### config.mk
export PLATFORM = sky130hd
export DESIGN_NAME = capacitive_touch_lamp_switch_flat
export DESIGN_NICKNAME = d
export VERILOG_FILES = /design/src/hdl/ctls_pkg.sv /design/src/hdl/ctls_in_if.sv /design/src/hdl/ctls_out_if.sv /design/src/hdl/ctls_in_stage.sv /design/src/hdl/ctls_avg.sv /design/src/hdl/ctls_ctrl.sv /design/src/hdl/capacitive_touch_lamp_switch.sv /design/src/flat_wrapper.sv
export SDC_FILE = /design/constraint.sdc
export NUM_CORES = 1
export LEC_CHECK = 0
export BUFFER_PORTS_ARGS = -buffer_cell sky130_fd_sc_hd__buf_2
export CORE_MARGIN = 2
export CORE_UTILIZATION = 52
export DETAILED_ROUTE_END_ITERATION = 8
export PLACE_DENSITY = 0.7
export SLEW_MARGIN = 10
export SYNTH_ARGS = -nofsm -noshare
export SYNTH_HDL_FRONTEND = slang
export SYNTH_HIERARCHICAL = 1
export SYNTH_SLANG_ARGS = --single-unit
### constraint.sdc
create_clock -name i_clk -period 11.25 [get_ports i_clk]
set_clock_uncertainty 0.15 [all_clocks]
set_input_delay 1.125 -clock i_clk [delete_from_list [all_inputs] [get_ports i_clk]]
set_output_delay 1.125 -clock i_clk [all_outputs]
set_load 0.05 [all_outputs]
### src/hdl/ctls_pkg.sv
// ----------------------------------------------------------------------------
// ctls_pkg
// Shared types, constants and register indexes for the touch lamp switch.
// ----------------------------------------------------------------------------
package ctls_pkg;

    // default averaging group size, as log2 of the sample count
    localparam int AVG_LOG2 = 2;

    // configuration port geometry
    localparam int CFG_IDX_W  = 3;
    localparam int CFG_DATA_W = 8;

    // configuration register indexes
    localparam logic [CFG_IDX_W-1:0] CFG_WINDOW_LOW  = 3'd0;
    localparam logic [CFG_IDX_W-1:0] CFG_WINDOW_HIGH = 3'd1;
    localparam logic [CFG_IDX_W-1:0] CFG_CYCLE_TICKS = 3'd2;
    localparam logic [CFG_IDX_W-1:0] CFG_HALF_DUTY   = 3'd3;
    localparam logic [CFG_IDX_W-1:0] CFG_FULL_DUTY   = 3'd4;

    // configuration reset values
    localparam logic [7:0] RST_WINDOW_LOW  = 8'd16;
    localparam logic [7:0] RST_WINDOW_HIGH = 8'd32;
    localparam logic [7:0] RST_CYCLE_TICKS = 8'd40;
    localparam logic [7:0] RST_HALF_DUTY   = 8'h80;
    localparam logic [7:0] RST_FULL_DUTY   = 8'hff;

    // tick counter value at which it wraps
    localparam logic [7:0] TICK_MAX = 8'd255;

    // item kinds
    localparam logic CMD_SAMPLE = 1'b0;
    localparam logic CMD_TICK   = 1'b1;

    typedef struct packed {
        logic [7:0] window_low;
        logic [7:0] window_high;
        logic [7:0] cycle_ticks;
        logic [7:0] half_duty;
        logic [7:0] full_duty;
    } t_cfg;

    // one finished average from the averager
    typedef struct packed {
        logic       valid;
        logic [7:0] avg;
    } t_avg_evt;

    // one result item
    typedef struct packed {
        logic       power_enable;
        logic [7:0] duty;
        logic       half_mode;
        logic       window_open;
        logic       baseline_ready;
    } t_result;

endpackage

### src/hdl/ctls_in_if.sv
// ----------------------------------------------------------------------------
// ctls_in_if
// Input channel: one sensor sample or one timer tick per transfer.
// ----------------------------------------------------------------------------
interface ctls_in_if;
    logic       valid;
    logic       ready;
    logic       cmd;
    logic [7:0] sample;

    modport source (output valid, output cmd, output sample, input ready);
    modport sink   (input valid, input cmd, input sample, output ready);
endinterface

### src/hdl/ctls_out_if.sv
// ----------------------------------------------------------------------------
// ctls_out_if
// Result channel: lamp status after each item.
// ----------------------------------------------------------------------------
interface ctls_out_if;
    logic       valid;
    logic       ready;
    logic       power_enable;
    logic [7:0] duty;
    logic       half_mode;
    logic       window_open;
    logic       baseline_ready;

    modport source (output valid, output power_enable, output duty, output half_mode,
                    output window_open, output baseline_ready, input ready);
    modport sink   (input valid, input power_enable, input duty, input half_mode,
                    input window_open, input baseline_ready, output ready);
endinterface

### src/hdl/ctls_in_stage.sv
// ----------------------------------------------------------------------------
// ctls_in_stage
// Input register: holds one item until the pipeline advances.
// ----------------------------------------------------------------------------
module ctls_in_stage (
    input  logic       i_clk,
    input  logic       i_rst_n,
    input  logic       i_valid,
    input  logic       i_cmd,
    input  logic [7:0] i_sample,
    input  logic       i_adv,
    output logic       o_ready,
    output logic       o_valid,
    output logic       o_cmd,
    output logic [7:0] o_sample
);
    logic       r_valid;
    logic       r_cmd;
    logic [7:0] r_sample;

    assign o_ready = !r_valid || i_adv;

    // valid flag
    always_ff @(posedge i_clk) begin
        if (!i_rst_n) begin
            r_valid <= 1'b0;
        end else if (i_valid && o_ready) begin
            r_valid <= 1'b1;
        end else if (i_adv) begin
            r_valid <= 1'b0;
        end
    end

    // payload capture on transfer
    always_ff @(posedge i_clk) begin
        if (i_valid && o_ready) begin
            r_cmd    <= i_cmd;
            r_sample <= i_sample;
        end
    end

    assign o_valid  = r_valid;
    assign o_cmd    = r_cmd;
    assign o_sample = r_sample;
endmodule

### src/hdl/ctls_avg.sv
// ----------------------------------------------------------------------------
// ctls_avg
// Sample averager: sums groups of 2**AVG_LOG2 samples and emits the mean.
// ----------------------------------------------------------------------------
module ctls_avg #(
    parameter int AVG_LOG2 = ctls_pkg::AVG_LOG2
) (
    input  logic               i_clk,
    input  logic               i_rst_n,
    input  logic               i_fire,
    input  logic               i_cmd,
    input  logic [7:0]         i_sample,
    output ctls_pkg::t_avg_evt o_evt
);
    localparam int SUM_W = 8 + AVG_LOG2;
    localparam int CNT_W = AVG_LOG2 + 1;
    localparam logic [CNT_W-1:0] GROUP = CNT_W'(2 ** AVG_LOG2);

    logic [SUM_W-1:0] r_sum;
    logic [SUM_W-1:0] n_sum;
    logic [CNT_W-1:0] r_cnt;
    logic [CNT_W-1:0] n_cnt;
    logic [SUM_W-1:0] sum_add;
    logic [CNT_W-1:0] cnt_inc;
    logic             take;
    logic             done;

    assign take    = i_fire && (i_cmd == ctls_pkg::CMD_SAMPLE);
    assign sum_add = r_sum + SUM_W'(i_sample);
    assign cnt_inc = r_cnt + CNT_W'(1);
    assign done    = (cnt_inc == GROUP);

    // accumulate and close a group
    always_comb begin
        n_sum = r_sum;
        n_cnt = r_cnt;
        if (take) begin
            n_sum = done ? '0 : sum_add;
            n_cnt = done ? '0 : cnt_inc;
        end
    end

    always_ff @(posedge i_clk) begin
        if (!i_rst_n) begin
            r_sum <= '0;
            r_cnt <= '0;
        end else begin
            r_sum <= n_sum;
            r_cnt <= n_cnt;
        end
    end

    assign o_evt.valid = take && done;
    assign o_evt.avg   = sum_add[AVG_LOG2 +: 8];
endmodule

### src/hdl/ctls_ctrl.sv
// ----------------------------------------------------------------------------
// ctls_ctrl
// Touch detection, timing window, lamp decision and the result register.
// ----------------------------------------------------------------------------
module ctls_ctrl (
    input  logic               i_clk,
    input  logic               i_rst_n,
    input  logic               i_fire,
    input  logic               i_adv,
    input  logic               i_cmd,
    input  ctls_pkg::t_avg_evt i_evt,
    input  ctls_pkg::t_cfg     i_cfg,
    output logic               o_valid,
    output ctls_pkg::t_result  o_res
);
    logic       r_baseline_set;
    logic [7:0] r_baseline;
    logic       r_wa;
    logic [7:0] r_tc;
    logic       r_ds;
    logic       r_pwr;
    logic       r_half;
    logic       r_en;
    logic [7:0] r_duty;

    logic       n_baseline_set;
    logic [7:0] n_baseline;
    logic       n_wa;
    logic [7:0] n_tc;
    logic       n_ds;
    logic       n_pwr;
    logic       n_half;
    logic       n_en;
    logic [7:0] n_duty;

    logic                r_out_valid;
    ctls_pkg::t_result   r_res;

    // per-item state update
    always_comb begin
        n_baseline_set = r_baseline_set;
        n_baseline     = r_baseline;
        n_wa           = r_wa;
        n_tc           = r_tc;
        n_ds           = r_ds;
        n_pwr          = r_pwr;
        n_half         = r_half;
        n_en           = r_en;
        n_duty         = r_duty;

        // averages: baseline capture or touch check
        if (i_evt.valid) begin
            if (!r_baseline_set) begin
                n_baseline     = i_evt.avg;
                n_baseline_set = (i_evt.avg != 8'd0);
            end else if ((i_evt.avg >> 1) > r_baseline) begin
                if (!r_wa) begin
                    n_wa = 1'b1;
                    n_tc = 8'd0;
                end
                if (n_tc > i_cfg.window_low && n_tc < i_cfg.window_high) begin
                    n_ds = 1'b1;
                end
            end
        end

        // timer ticks advance an open window, wrapping past the top to one
        if (i_cmd == ctls_pkg::CMD_TICK && r_wa) begin
            n_tc = (r_tc == ctls_pkg::TICK_MAX) ? 8'd1 : r_tc + 8'd1;
        end

        // end of window: lamp decision
        if (n_wa && n_tc >= i_cfg.cycle_ticks) begin
            if (!r_pwr) begin
                if (n_ds) begin
                    n_half = 1'b1;
                end
                n_pwr = 1'b1;
            end else if (!r_half && n_ds) begin
                n_half = 1'b1;
            end else begin
                n_pwr  = 1'b0;
                n_half = 1'b0;
            end
            n_wa = 1'b0;
            n_ds = 1'b0;
            n_tc = 8'd0;
        end

        // outputs follow the lamp only while no window runs
        if (!n_wa) begin
            n_en   = n_pwr;
            n_duty = n_pwr ? (n_half ? i_cfg.half_duty : i_cfg.full_duty) : 8'd0;
        end
    end

    // state registers
    always_ff @(posedge i_clk) begin
        if (!i_rst_n) begin
            r_baseline_set <= 1'b0;
            r_baseline     <= 8'd0;
            r_wa           <= 1'b0;
            r_tc           <= 8'd0;
            r_ds           <= 1'b0;
            r_pwr          <= 1'b0;
            r_half         <= 1'b0;
            r_en           <= 1'b0;
            r_duty         <= 8'd0;
        end else if (i_fire) begin
            r_baseline_set <= n_baseline_set;
            r_baseline     <= n_baseline;
            r_wa           <= n_wa;
            r_tc           <= n_tc;
            r_ds           <= n_ds;
            r_pwr          <= n_pwr;
            r_half         <= n_half;
            r_en           <= n_en;
            r_duty         <= n_duty;
        end
    end

    // result register valid
    always_ff @(posedge i_clk) begin
        if (!i_rst_n) begin
            r_out_valid <= 1'b0;
        end else if (i_adv) begin
            r_out_valid <= i_fire;
        end
    end

    // result payload
    always_ff @(posedge i_clk) begin
        if (i_fire) begin
            r_res.power_enable   <= n_en;
            r_res.duty           <= n_duty;
            r_res.half_mode      <= n_half;
            r_res.window_open    <= n_wa;
            r_res.baseline_ready <= n_baseline_set;
        end
    end

    assign o_valid = r_out_valid;
    assign o_res   = r_res;
endmodule

### src/hdl/capacitive_touch_lamp_switch.sv
// ----------------------------------------------------------------------------
// capacitive_touch_lamp_switch
// Touch sensor averaging, single/double touch timing and lamp power control.
// ----------------------------------------------------------------------------
// usage:
//   i_in carries one item per transfer: cmd 0 is a sensor sample, cmd 1 a
//   timer tick. o_out returns one status item per input item: registered
//   enable and duty, half mode flag, window flag and baseline flag.
//   registers are written via i_cfg_we / i_cfg_idx / i_cfg_data; the user
//   writes only while idle, unchecked by the block; higher indexes ignored.
// pipeline:
//   an input transfer loads the input register; the item then passes the
//   update stage into the result register, which drives o_out.valid; one
//   item per cycle sustained while o_out.ready stays high, set by the
//   single update stage between those two registers.
// reset:
//   synchronous, active low; clears averaging, baseline, window and lamp
//   state, and loads the register defaults.
// stalls:
//   when o_out.ready is low the result and input registers hold and
//   i_in.ready drops once both are full; nothing is lost or repeated.
// ----------------------------------------------------------------------------
module capacitive_touch_lamp_switch #(
    parameter int AVG_LOG2 = ctls_pkg::AVG_LOG2
) (
    input  logic                              i_clk,
    input  logic                              i_rst_n,
    ctls_in_if.sink                           i_in,
    ctls_out_if.source                        o_out,
    input  logic                              i_cfg_we,
    input  logic [ctls_pkg::CFG_IDX_W-1:0]    i_cfg_idx,
    input  logic [ctls_pkg::CFG_DATA_W-1:0]   i_cfg_data
);
    ctls_pkg::t_cfg     r_cfg;
    ctls_pkg::t_avg_evt avg_evt;
    ctls_pkg::t_result  res;
    logic               adv;
    logic               fire;
    logic               st_valid;
    logic               st_cmd;
    logic [7:0]         st_sample;
    logic               out_valid;

    // pipeline advances when the result register is free or being taken
    assign adv  = !out_valid || o_out.ready;
    assign fire = st_valid && adv;

    // configuration registers
    always_ff @(posedge i_clk) begin
        if (!i_rst_n) begin
            r_cfg.window_low  <= ctls_pkg::RST_WINDOW_LOW;
            r_cfg.window_high <= ctls_pkg::RST_WINDOW_HIGH;
            r_cfg.cycle_ticks <= ctls_pkg::RST_CYCLE_TICKS;
            r_cfg.half_duty   <= ctls_pkg::RST_HALF_DUTY;
            r_cfg.full_duty   <= ctls_pkg::RST_FULL_DUTY;
        end else if (i_cfg_we) begin
            unique case (i_cfg_idx)
                ctls_pkg::CFG_WINDOW_LOW:  r_cfg.window_low  <= i_cfg_data;
                ctls_pkg::CFG_WINDOW_HIGH: r_cfg.window_high <= i_cfg_data;
                ctls_pkg::CFG_CYCLE_TICKS: r_cfg.cycle_ticks <= i_cfg_data;
                ctls_pkg::CFG_HALF_DUTY:   r_cfg.half_duty   <= i_cfg_data;
                ctls_pkg::CFG_FULL_DUTY:   r_cfg.full_duty   <= i_cfg_data;
                default: ;
            endcase
        end
    end

    ctls_in_stage u_in_stage (
        .i_clk    (i_clk),
        .i_rst_n  (i_rst_n),
        .i_valid  (i_in.valid),
        .i_cmd    (i_in.cmd),
        .i_sample (i_in.sample),
        .i_adv    (adv),
        .o_ready  (i_in.ready),
        .o_valid  (st_valid),
        .o_cmd    (st_cmd),
        .o_sample (st_sample)
    );

    ctls_avg #(
        .AVG_LOG2 (AVG_LOG2)
    ) u_avg (
        .i_clk    (i_clk),
        .i_rst_n  (i_rst_n),
        .i_fire   (fire),
        .i_cmd    (st_cmd),
        .i_sample (st_sample),
        .o_evt    (avg_evt)
    );

    ctls_ctrl u_ctrl (
        .i_clk   (i_clk),
        .i_rst_n (i_rst_n),
        .i_fire  (fire),
        .i_adv   (adv),
        .i_cmd   (st_cmd),
        .i_evt   (avg_evt),
        .i_cfg   (r_cfg),
        .o_valid (out_valid),
        .o_res   (res)
    );

    // result channel
    assign o_out.valid          = out_valid;
    assign o_out.power_enable   = res.power_enable;
    assign o_out.duty           = res.duty;
    assign o_out.half_mode      = res.half_mode;
    assign o_out.window_open    = res.window_open;
    assign o_out.baseline_ready = res.baseline_ready;
endmodule
### src/flat_wrapper.sv
// flat-port wrapper written by rule: the top's interface ports become plain ports
module capacitive_touch_lamp_switch_flat 
#(
    parameter int AVG_LOG2 = ctls_pkg::AVG_LOG2
)
  (i_clk, i_rst_n, i_cfg_we, i_cfg_idx, i_cfg_data, i_in_valid, i_in_cmd, i_in_sample, i_in_ready, o_out_valid, o_out_power_enable, o_out_duty, o_out_half_mode, o_out_window_open, o_out_baseline_ready, o_out_ready);
  ctls_in_if i_in_i ();
  ctls_out_if o_out_i ();
  input  logic i_clk;
  input  logic i_rst_n;
  input  logic i_cfg_we;
  input  logic [ctls_pkg::CFG_IDX_W-1:0] i_cfg_idx;
  input  logic [ctls_pkg::CFG_DATA_W-1:0] i_cfg_data;
  input wire logic [$bits(i_in_i.valid)-1:0] i_in_valid;
  input wire logic [$bits(i_in_i.cmd)-1:0] i_in_cmd;
  input wire logic [$bits(i_in_i.sample)-1:0] i_in_sample;
  output wire logic [$bits(i_in_i.ready)-1:0] i_in_ready;
  output wire logic [$bits(o_out_i.valid)-1:0] o_out_valid;
  output wire logic [$bits(o_out_i.power_enable)-1:0] o_out_power_enable;
  output wire logic [$bits(o_out_i.duty)-1:0] o_out_duty;
  output wire logic [$bits(o_out_i.half_mode)-1:0] o_out_half_mode;
  output wire logic [$bits(o_out_i.window_open)-1:0] o_out_window_open;
  output wire logic [$bits(o_out_i.baseline_ready)-1:0] o_out_baseline_ready;
  input wire logic [$bits(o_out_i.ready)-1:0] o_out_ready;
  assign i_in_i.valid = i_in_valid;
  assign i_in_i.cmd = i_in_cmd;
  assign i_in_i.sample = i_in_sample;
  assign i_in_ready = i_in_i.ready;
  assign o_out_valid = o_out_i.valid;
  assign o_out_power_enable = o_out_i.power_enable;
  assign o_out_duty = o_out_i.duty;
  assign o_out_half_mode = o_out_i.half_mode;
  assign o_out_window_open = o_out_i.window_open;
  assign o_out_baseline_ready = o_out_i.baseline_ready;
  assign o_out_i.ready = o_out_ready;
  capacitive_touch_lamp_switch #(.AVG_LOG2(AVG_LOG2)) u_core (.i_clk(i_clk), .i_rst_n(i_rst_n), .i_in(i_in_i), .o_out(o_out_i), .i_cfg_we(i_cfg_we), .i_cfg_idx(i_cfg_idx), .i_cfg_data(i_cfg_data));
endmodule
==> results.md, run 1 <==
* Result of the run: complete, no violations
* GP Congestion at 0.8956
* Cell type group with the largest total delay on the critical path: compound AO/OA/AOI/OAI gates
* Final hold vios at 0
* Cell-internal power at 598.7 uW
* Post-synthesis cell type count at 81
* Worst-path cell chain: ha_1, fa_1, a211oi_2, nor2_1, o22a_1, xnor2_1, ha_1, a211oi_1, o32ai_4, o21ai_2, nor2_1, o31ai_1, ha_1, a21oi_1, o21ai_0, a21oi_1, buf_4, a21oi_4, mux2i_1, o21ai_4, a221o_1
* Data arrival time of the critical path at 6.01 ns
* CTS buffer count at 9
* Number of global-route vias before repair at between 4k and 5k
* Clock slew seen by the registers of the worst setup and hold paths at about 0.080 ns
* Flops & latches, synth at approximately 110
* Longest Clk Path Bufs at 2
* Largest net degree at the start of global routing at 86
* DRC violations left at 0
* Count of pins over their slew limit at 0
* Number of antenna cells inserted at 0
* Setup Total Neg Slack at 0 ns
* Placement Cell Area at 0.006551 mm2
* Area Growth Syn to Fin at 8.609%
* First-pass iteration count of the detailed router at 5
* Critical path required time at 11.20 ns
* Biggest fanout along the worst timing path at 19
* Vias after detailed routing at roughly 5.1k
* Proportion of layout cells with a drive suffix above 1 at 13.03%
* R2R setup slack at just over 5 ns
* Top cells by area in the synthesized netlist: dfxtp_1 (27%), edfxtp_1 (10%), ha_1 (8.3%)
* Final instance count without filler cells at 853
* Width of the chip at 114.1 um
* Relative slew slack at roughly 37%
* Dpl cells at 837
* Sequential Power Share at 50.0%
* Number of maximum-capacitance constraint violations at 0
* Main synth FF type: dfxtp_1
* Crit path buffers/inverters at 1
* Clock tree root buffer cell: clkbuf_16
* P per Cell Area at 117.0 mW/mm2
* CP max stage cell: fa_1
* Number of buffers inserted to repair setup after CTS at 0
* HPWL after detailed placement at between 10 and 15 mm
* Die area at ~0.013 mm2
* Synth Instances at 683
* Hold Buf Count CTS at 0
* Pleak at ~2.9 nW
* Mean number of vias per cell at 5.962
* Gr ovfl total at 0
* Share of the yosys chip area belonging to registers at 36.98%
* Final net count at 769
* Final worst path period share at 53.80%
* Top-level port count at 39
* Number of gates given a new drive strength after cts at 0
* Number of enable flip-flop cells after synthesis at 21
* Total wire length at 14.32 mm
* # fillers at between 1k and 1.5k
* Clock net sink count at 106
* Total number of placement rows at 40
* Wirelength per Cell at 16.79 um
* Number of levels in the clock H-tree at 3
* Post-Synthesis Net Count at 751
* Detail Route Antenna Nets at 0
* Clock latency on the worst-skew pair at 0.36 ns
* Post-Synthesis Mean Instance Area at 9.235 um2
* Worst Setup Start Kind: flip-flop
* Clock tree from TritonCTS: yes
* Proportion of register bits with asynchronous set or reset after synthesis at 0%
* Count of input and output buffers at 38
* Antenna violations before repair at 0
* Final critical-path required period at 6.053 ns
* Drt first-iter violations at 362
* Post-synthesis instance area at 0.006307 mm2
* Global-route usage over all layers at 23.56%
* Type of the setup path with the least slack: flip-flop to flip-flop
* Fmax at ~0.17 GHz
* Net switching component of the power at 203.1 uW
* Class of the worst hold path: flip-flop to flip-flop
* Cell taking the most area after synthesis: dfxtp_1
* Starting Density at 52.95%
* Count of warnings emitted by yosys at 6
* CP Capture Type: flip-flop
* Synth top area share at 26.98%
* Sw frac at 25.33%
* Setup repair after global routing missed its margin: false
* Max VDD drop at between 100 and 150 uV
* Global-route wire length before repair at 24.51 mm
* Finished layout cell area at 0.006850 mm2
* Part of the total power dissipated in the clock network at 40.2%
* Floorplan die height at 114.1 um
* Cell type with the highest occurrence count on the critical path: ha_1
* Area of the core at 0.01191 mm2
* Power share of the combinational group at 9.8%
* Worst Max-Slew Pin Slew at 0.9493 ns
* Number of failing setup endpoints in the final timing report at 0
* Stage delay of the slowest cell on the critical path at 0.45 ns
[cells in the mapped netlist, types with 3 or more instances]
cell and n:
o31ai_1 9, a21boi_0 5, nor4_1 3, nor2_1 39, nand3b_1 6, and2_1 11
nand4b_1 4, o21ai_0 20, or4_1 9, a221o_1 8, a21oi_1 24, o21ai_2 3
a31oi_1 3, a21oi_4 3, o21a_1 3, clkbuf_1 26, nor3b_1 4, nand3_1 24
nand2_1 77, nor3_1 9, edfxtp_1 21, nor2b_1 25, nand4_1 5, o32ai_1 8
o211ai_1 6, a21o_1 6, buf_2 5, dfxtp_1 85, xnor2_1 4, ha_1 42
mux2i_1 51, inv_1 50, o22ai_1 10, nand2b_1 5, a211oi_1 11
[routing by layer]
metal	wire, um	GRT usage, %	vias up
met3	688	4.394	20
li1	-	-	2512
met5	0	0	-
met1	6732	32.21	2418
met2	6666	37.82	136
met4	237	7.642	0
[layout make-up]
cell class / count / area [um2] / area share, %
clock inverters: 7 / 73.82 / 1.078
multi-input cells: 493 / 3635 / 53.06
well taps: 147 / 183.9 / 2.685
repair buffers: 41 / 212.7 / 3.105
flip-flops and latches: 106 / 2332 / 34.05
clock buffers: 9 / 225.2 / 3.288
inverters: 50 / 187.7 / 2.740
[power groups by stage]
stage               sequential, mW  combinational, mW  clock, mW
detailed placement           0.410             0.0782          0
CTS                          0.401             0.0792      0.329
global route                 0.402             0.0873      0.342
floorplan                    0.413             0.0531          0
global placement             0.409             0.0769          0
finish                       0.401             0.0789      0.322
[state kept, by name (all words and copies together) (netlist names), 3 cells and up]
| signal | flops |
|---|---|
| u_core/u_ctrl/r_baseline | 8 |
| u_core/u_ctrl/o_res | 12 |
| u_core/u_ctrl/r_duty | 8 |
| u_core/u_avg/r_cnt | 3 |
| u_core/r_cfg | 40 |
| u_core/u_ctrl/r_tc | 8 |
| u_core/u_in_stage/o_sample | 8 |
| u_core/u_avg/r_sum | 10 |
[cell families after synthesis]
logic type,count (synthesis),synth area share [%]
simple gates,243,20.71
compound gates,150,19.34
flops,106,36.98
buf+inv,84,5.396
mux,51,8.094
fa+ha+maj,43,8.649
xor+xnor,6,0.8332
[worst reg2reg max path, stage by stage, from the launching register on]
cell and delay (ns):
edfxtp_1 0.37, ha_1 0.25, fa_1 0.45, a211oi_2 0.31, nor2_1 0.14, o22a_1 0.23, xnor2_1 0.28, ha_1 0.33
a211oi_1 0.37, o32ai_4 0.16, o21ai_2 0.27, nor2_1 0.21, o31ai_1 0.44, ha_1 0.32, a21oi_1 0.13, o21ai_0 0.12
a21oi_1 0.16, buf_4 0.26, a21oi_4 0.11, mux2i_1 0.30, o21ai_4 0.13, a221o_1 0.31
[through the flow]
step                power (mW)  util [%]  hold WS (ns)  setup WS, ns
finish                  0.8018     57.51        0.3109         5.197
global route            0.8313     57.51        0.3337         4.796
CTS                     0.8091     57.51        0.3132         5.269
detailed placement      0.4878     55.00        0.2995         5.331
global placement        0.4863     55.00        0.2950         5.538
floorplan               0.4659         -        0.2756         5.816
[path summary, 6_finish.rpt]
| kind | from | end | depth (start not counted) |
|---|---|---|---|
| setup / recovery | u_core/u_in_stage/o_sample[0]$_DFFE_PP_ | u_core/u_ctrl/o_res[9]$_DFFE_PP_ | 21 |
| hold reg to reg | u_core/r_cfg[23]$_SDFFE_PN0P_ | u_core/r_cfg[23]$_SDFFE_PN0P_ | 2 |
| setup reg to reg | u_core/u_in_stage/o_sample[0]$_DFFE_PP_ | u_core/u_ctrl/o_res[9]$_DFFE_PP_ | 21 |
| hold / removal | u_core/r_cfg[23]$_SDFFE_PN0P_ | u_core/r_cfg[23]$_SDFFE_PN0P_ | 2 |
[placed cells by master (no fill, tap or decap), types with 9 or more instances in the layout]
master,Yosys,layout
nor2b_1,25,25
a21oi_1,24,24
nor2_1,39,39
or4_1,9,9
ha_1,42,42
and2_1,11,11
o21ai_0,20,20
nand3_1,24,24
clkbuf_16,0,9
nand2_1,77,77
inv_1,50,50
nor3_1,9,9
dfxtp_1,85,85
buf_2,5,38
edfxtp_1,21,21
a211oi_1,11,11
mux2i_1,51,51
o31ai_1,9,9
o22ai_1,10,10
Power figures use the tool's default switching activity.
==> run 2: changes to the inputs <==
--- a/config.mk
+++ b/config.mk
@@ -9,7 +9,7 @@
 export CORE_MARGIN = 2
 export CORE_UTILIZATION = 52
 export DETAILED_ROUTE_END_ITERATION = 8
-export PLACE_DENSITY = 0.7
+export PLACE_DENSITY = 0.73
 export SLEW_MARGIN = 10
 export SYNTH_ARGS = -nofsm -noshare
 export SYNTH_HDL_FRONTEND = slang
==> constraint.sdc (replaced) <==
create_clock -name i_clk -period 5.4 [get_ports i_clk]
set_clock_uncertainty 0.15 [all_clocks]
set_input_delay 0.54 -clock i_clk [delete_from_list [all_inputs] [get_ports i_clk]]
set_output_delay 0.54 -clock i_clk [all_outputs]
set_load 0.05 [all_outputs]
==> run 2 against run 1 <==
Against the previous run:
- register-to-register slack lost 4.9 ns
- cell count grew 1.6%
- via count grew 1.9%
- clock power grew 100%
- design area grew 2.8%
- clock-buffer cell count grew 1
- setup slack lost 4.9 ns
- critical path depth shrank 1
- global-route usage grew 0.23 points
- sequential share of layout area shrank 0.92 points
- utilization grew 1.6 points
- fmax grew 18%
- largest power group unchanged
==> results.md, run 2 (synthesis results as in run 1) <==
* Starting Density at 52.95%
* Worst Setup Start Kind: flip-flop
* Number of antenna cells inserted at 0
* P per Cell Area at 236.5 mW/mm2
* Commonest non-fill, non-tap cell in the layout: dfxtp_1
* GP Congestion at 0.8928
* Largest net degree at the start of global routing at 85
* Longest Clk Path Bufs at 2
* CTS buffer count at 9
* Data arrival time of the critical path at 5.07 ns
* Final critical-path required period at 5.119 ns
* Worst reg2reg endpoint: u_core/u_ctrl/o_res[7]$_DFFE_PP_
* Die area at 0.01303 mm2
* Slack of the critical path at roughly 0.28 ns
* Antenna violations before repair at 0
* Total wire length at 14.84 mm
* Count of pins over their slew limit at 0
* Wirelength per Cell at 17.11 um
* Drt first-iter violations at 450
* Vias after detailed routing at 5183
* Stage delay of the slowest cell on the critical path at roughly 0.43 ns
* Gr ovfl total at 0
* Clock tree from TritonCTS: yes
* Crit path buffers/inverters at 1
* Placement Cell Area at approximately 0.0066 mm2
* Clock tree root buffer cell: clkbuf_16
* Class of the worst hold path: primary input to flip-flop
* Hold Buf Count CTS at 0
* Cell depth of the worst min-delay path at 1
* First-pass iteration count of the detailed router at 5
* Flip-flop count of the largest register after layout at 40
* Number of failing setup endpoints in the final timing report at 0
* Number of maximum-capacitance constraint violations at 0
* Area Growth Syn to Fin at 11.62%
* Biggest fanout along the worst timing path at 8
* Width of the chip at 114.1 um
* DRC violations left at 0
* Relative slew slack at 33.30%
* Hold Slack at 0.2034 ns
* Result of the run: complete, no violations
* Area of the core at roughly 0.012 mm2
* Pleak at 2.959 nW
* CP max stage cell: o311a_4
* Global-route wire length before repair at 24.58 mm
* Final core utilization at 59.11%
* Final worst path period share at 94.79%
* Worst Max-Slew Pin Slew at 0.9992 ns
* Proportion of layout cells with a drive suffix above 1 at 16.67%
* HPWL after detailed placement at 10.81 mm
* Fmax at 0.1954 GHz
* Top-level port count at 39
* Source of the worst hold timing path: i_in_sample[1]
* Final net count at 783
* Clock latency on the worst-skew pair at 0.36 ns
* Worst-path cell chain: ha_2, fa_2, a211oi_4, nor2_2, o22a_1, xnor2_2, ha_4, nand4b_4, o311a_4, o21ai_2, buf_4, o221ai_1, ha_1, nor3b_1, o21ai_1, a21oi_2, a21oi_4, mux2i_1, o21ai_4, a221o_1
* Detail Route Antenna Nets at 0
* Finished layout cell area at 0.007041 mm2
* Hold EP: u_core/u_in_stage/o_sample[1]$_DFFE_PP_
* Max VDD drop at 153.6 uV
* Worst path depth at 20
* Number of levels in the clock H-tree at 3
* Dpl cells at about 850
* Mean number of vias per cell at 5.978
* Global-route usage over all layers at 23.80%
* R2R setup slack at roughly 0.28 ns
* Final instance count without filler cells at 867
* Count of input and output buffers at 38
* Number of global-route vias before repair at around 5.0k
* Final hold vios at 0
* Most frequent cells in the layout: dfxtp_1 (85), nand2_1 (77), mux2i_1 (51)
* Worst slack after detailed placement at -0.1096 ns
* Register with the most flip-flops: u_core/r_cfg
* Clock net sink count at 106
* CP Capture Type: flip-flop
* Start of the worst register-to-register path: u_core/u_in_stage/o_sample[0]$_DFFE_PP_
* Path depth of the worst reg2reg path at 20
* Cell type group with the largest total delay on the critical path: compound AO/OA/AOI/OAI gates
* Floorplan die height at 114.1 um
* Total number of placement rows at 40
* Critical path required time at around 5.4 ns
* Type of the setup path with the least slack: flip-flop to flip-flop
* Clock slew seen by the registers of the worst setup and hold paths at approximately 0.07 ns
==> run 2: changes by cell type in the layout (fill, tap and decap cells not counted), moves of 2 or more <==
cell,previous run,this run
a211oi_4,1,3
ha_1,42,40
o21ai_0,20,16
a21oi_1,24,21
a21oi_2,0,2
nor2_1,39,37
buf_4,3,17
o21ai_1,1,4
==> run 2: power breakdown <==
group / switching, mW / total (mW) / internal [mW]
clock: 0.317 / 0.653 / 0.336
sequential: 0.0114 / 0.835 / 0.823
combinational: 0.109 / 0.177 / 0.0681
total: 0.438 / 1.66 / 1.23
==> run 2: how the worst max path moves through the flow <==
stage                                             from                                    to  slack [ns]
6_report       u_core/u_in_stage/o_sample[0]$_DFFE_PP_      u_core/u_ctrl/o_res[7]$_DFFE_PP_        0.28
5_1_grt        u_core/u_in_stage/o_sample[0]$_DFFE_PP_  u_core/u_ctrl/r_duty[2]$_SDFFE_PN0P_       -0.02
4_1_cts        u_core/u_in_stage/o_sample[0]$_DFFE_PP_      u_core/u_ctrl/o_res[5]$_DFFE_PP_       0.004
3_5_place_dp   u_core/u_in_stage/o_sample[0]$_DFFE_PP_      u_core/u_ctrl/o_res[3]$_DFFE_PP_       -0.11
3_3_place_gp   u_core/u_in_stage/o_sample[0]$_DFFE_PP_      u_core/u_ctrl/o_res[3]$_DFFE_PP_        0.16
2_1_floorplan  u_core/u_in_stage/o_sample[0]$_DFFE_PP_     u_core/u_ctrl/o_res[10]$_DFFE_PP_        0.14
==> run 2: routing by layer <==
metal  up-vias  wire (um)  track usage, %
li1       2543          -               -
met1      2469       6833           32.11
met2       145       6868           37.86
met3        26        776           4.235
met4         0        359           9.756
met5         -          0               0
==> run 2: what timing repair did <==
item,in CTS,in global routing
resized for setup,3,18
pin swaps,0,14
endpoints found under the setup margin,19,26
setup buffers,0,4
==> run 2: area by class of cell <==
type                    instances  area, um2
clock buffers                  10      239.0
clock inverters                 6      57.56
fillers                      1024       4871
inverters                      50      187.7
multi-input cells             493       3722
flip-flops and latches        106       2332
well taps                     147      183.9
repair buffers                 55      317.8
==> run 2: worst reg2reg max path, stage by stage, from the launching register on <==
cell and delay [ns]:
edfxtp_1 0.38, ha_2 0.24, fa_2 0.40, a211oi_4 0.26
nor2_2 0.09, o22a_1 0.23, xnor2_2 0.18, ha_4 0.30
nand4b_4 0.15, o311a_4 0.43, o21ai_2 0.10, buf_4 0.17
o221ai_1 0.15, ha_1 0.31, nor3b_1 0.20, o21ai_1 0.12
a21oi_2 0.22, a21oi_4 0.07, mux2i_1 0.25, o21ai_4 0.13
a221o_1 0.31
==> run 2: per-stage QoR <==
stage	TNS [ns]	power, mW
3_3_place_gp	0	1.012
6_report	0	1.665
2_1_floorplan	0	0.9707
5_1_grt	-0.01516	1.732
3_5_place_dp	-1.488	1.017
4_1_cts	0	1.670
==> run 3: changes to the inputs <==
--- a/config.mk
+++ b/config.mk
@@ -5,11 +5,11 @@
 export SDC_FILE = /design/constraint.sdc
 export NUM_CORES = 1
 export LEC_CHECK = 0
-export BUFFER_PORTS_ARGS = -buffer_cell sky130_fd_sc_hd__buf_2
 export CORE_MARGIN = 2
 export CORE_UTILIZATION = 52
 export DETAILED_ROUTE_END_ITERATION = 8
-export PLACE_DENSITY = 0.73
+export DONT_BUFFER_PORTS = 1
+export PLACE_DENSITY = 0.7
 export SLEW_MARGIN = 10
 export SYNTH_ARGS = -nofsm -noshare
 export SYNTH_HDL_FRONTEND = slang
==> run 3 against run 2 <==
Against the previous run:
- total power fell by 0.21%
- non-clock buffer count fell by 33
- first-iteration DRC count decreased by 23%
- global-route usage fell by 0.57 points
- sequential share of layout area is 0.38 points higher
- critical endpoint is now u_core/u_ctrl/r_duty[3]$_SDFFE_PN0P_
- largest cell class unchanged
==> results.md, run 3 (synthesis results as in run 1) <==
* Result of the run: complete, no violations
* Stage delay of the slowest cell on the critical path at 0.45 ns
* Clock latency on the worst-skew pair at 0.36 ns
* GP Congestion at 0.8963
* Worst Setup Start Kind: flip-flop
* Data arrival time of the critical path at between 5 and 6 ns
* Clock slew seen by the registers of the worst setup and hold paths at 0.08 ns
* Cell-internal power at 1.216 mW
* Total number of placement rows at 40
* Cell type group with the largest total delay on the critical path: compound AO/OA/AOI/OAI gates
* Sequential Power Share at about half
* Antenna violations before repair at 0
* Die area at about 0.013 mm2
* Met2 WL post-DR at approximately 7 mm
* M1 wire length at 6.995 mm
* Number of antenna cells inserted at 0
* Highest routed layer: met4
* Worst Max-Slew Pin Slew at 0.9788 ns
* Mean number of vias per cell at 6.174
* Hold Buf Count CTS at 0
* Commonest non-fill, non-tap cell in the layout: dfxtp_1
* CTS buffer count at 9
* Clock tree root buffer cell: clkbuf_16
* Count of input and output buffers at 0
* Top-level port count at 39
* Clock tree from TritonCTS: yes
* Drt first-iter violations at 345
* Relative slew slack at 34.65%
* Area of the core at 0.01191 mm2
* Area Growth Syn to Fin at 10.36%
* Gr ovfl total at 0
* # fillers at 1043
* Biggest fanout along the worst timing path at 4
* Finished layout cell area at 0.006960 mm2
* Total wire length at 15.04 mm
* Critical path required time at ~5.5 ns
* Wirelength per Cell at 18.01 um
* First-pass iteration count of the detailed router at 5
* Proportion of layout cells with a drive suffix above 1 at 13.37%
* Final hold vios at 0
* Power share of the combinational group at 8.8%
* Net switching component of the power at around 450 uW
* Type of the setup path with the least slack: flip-flop to flip-flop
* Longest Clk Path Bufs at 2
* Starting Density at 52.95%
* Final instance count without filler cells at ~840
* Floorplan die height at between 100 and 150 um
* Global-route usage over all layers at between 20% and 30%
* Hold Slack at roughly 0.12 ns
* Number of global-route vias before repair at 4881
* Global-route wire length before repair at around 24 mm
* Final critical-path required period at 5.251 ns
* Worst-path cell chain: ha_4, fa_2, a211oi_4, nor4b_1, or3b_4, ha_1, a21oi_2, o32ai_4, o21ai_2, buf_6, o221ai_1, ha_1, nor3b_1, o21ai_1, a21oi_2, a21oi_4, buf_4, o311ai_4, o2111ai_2, o31ai_1
* Setup Total Neg Slack at 0 ns
* CP Capture Type: flip-flop
* Final worst path period share at a little over nine tenths
* Dpl cells at 810
* Number of failing setup endpoints in the final timing report at 0
* Count of pins over their slew limit at 0
* Fmax at 0.1904 GHz
* Part of the total power dissipated in the clock network at between 40% and 50%
* Placement Cell Area at about 0.0064 mm2
* Number of maximum-capacitance constraint violations at 0
* Area taken by flip-flops and latches at approximately 0.0023 mm2
* Multi-input combinational cell area at between 0.003 and 0.004 mm2
* HPWL after detailed placement at about 11 mm
* Met3 Routed Length at 738 um
* Detail Route Antenna Nets at 0
* CP max stage cell: edfxtp_1
* Pleak at roughly 2.8 nW
* Width of the chip at roughly 110 um
* Clock net sink count at 106
* Vias after detailed routing at 5155
* DRC violations left at 0
* P per Cell Area at between 200 and 250 mW/mm2
* Flip-flop count of the largest register after layout at 40
* Class of the worst hold path: primary input to flip-flop
* Largest net degree at the start of global routing at 86
* Most frequent cells in the layout: dfxtp_1 (85), nand2_1 (76), mux2i_1 (50)
* Sw frac at between 20% and 30%
* Max VDD drop at 181.0 uV
* Register with the most flip-flops: u_core/r_cfg
* R2R setup slack at ~0.15 ns
* Number of levels in the clock H-tree at 3
* Final net count at 751
* Crit path buffers/inverters at 2
## run 3: changes by cell type in the layout (fill, tap and decap cells not counted), moves of 2 or more
| cell | change |
|---|---|
| a21oi_2 | +2 |
| buf_6 | +3 |
| inv_8 | +3 |
| o21ai_1 | +2 |
| o31ai_2 | +2 |
| o31ai_1 | -2 |
| buf_2 | -38 |
| buf_4 | +2 |
## run 3: worst register-to-register path, cell delays in order, from the launching register on
cell	delay [ns]
edfxtp_1	0.45
ha_4	0.21
fa_2	0.43
a211oi_4	0.32
nor4b_1	0.10
or3b_4	0.42
ha_1	0.35
a21oi_2	0.23
o32ai_4	0.13
o21ai_2	0.24
buf_6	0.14
o221ai_1	0.14
ha_1	0.33
nor3b_1	0.20
o21ai_1	0.12
a21oi_2	0.25
a21oi_4	0.09
buf_4	0.18
o311ai_4	0.10
o2111ai_2	0.27
o31ai_1	0.33
## run 3: metrics by stage
| step | power, mW | setup WS [ns] | utilization (%) |
|---|---|---|---|
| 2_1_floorplan | 0.9707 | 0.1385 | - |
| 3_3_place_gp | 0.9916 | 0.1464 | 54.13 |
| 3_5_place_dp | 0.9960 | -0.08406 | 54.13 |
| 4_1_cts | 1.661 | 0.01578 | 56.80 |
| 5_1_grt | 1.721 | -0.03748 | 58.43 |
| 6_report | 1.661 | 0.1490 | 58.43 |
## run 3: timing repair
| item | CTS | global route |
|---|---|---|
| pin swaps | 0 | 23 |
| setup endpoints to repair | 18 | 28 |
| gates cloned | 0 | 1 |
| resized for setup | 6 | 26 |
| buffers inserted | 0 | 8 |
| hold endpoints to repair | 0 | 0 |
## run 3: area by class of cell
class,count,area share [%]
Clock buffer,9,3.236
Clock inverter,7,1.097
Inverter,50,2.696
Multi-Input combinational cell,494,54.29
Sequential cell,106,33.51
Tap cell,147,2.642
Timing Repair Buffer,22,2.535
## run 3: worst paths after layout
check / from / to / cells after the start
hold / removal: i_in_sample[0] / u_core/u_in_stage/o_sample[0]$_DFFE_PP_ / 0
hold reg to reg: u_core/r_cfg[23]$_SDFFE_PN0P_ / u_core/r_cfg[23]$_SDFFE_PN0P_ / 2
setup reg to reg: u_core/u_in_stage/o_sample[0]$_DFFE_PP_ / u_core/u_ctrl/r_duty[3]$_SDFFE_PN0P_ / 20
setup / recovery: u_core/u_in_stage/o_sample[0]$_DFFE_PP_ / u_core/u_ctrl/r_duty[3]$_SDFFE_PN0P_ / 20
## run 3: power by group through the flow
stage	clock (mW)	combinational (mW)	sequential (mW)
floorplan	0	0.111	0.860
global placement	0	0.127	0.865
detailed placement	0	0.131	0.865
CTS	0.680	0.134	0.846
global route	0.712	0.160	0.849
finish	0.668	0.147	0.847
## run 3: routing by layer
metal  vias to the layer above  track usage [%]
met5                         -                0
met4                         0            6.341
met3                        20            4.817
met2                       169            37.46
met1                      2489            31.77
li1                       2477                -
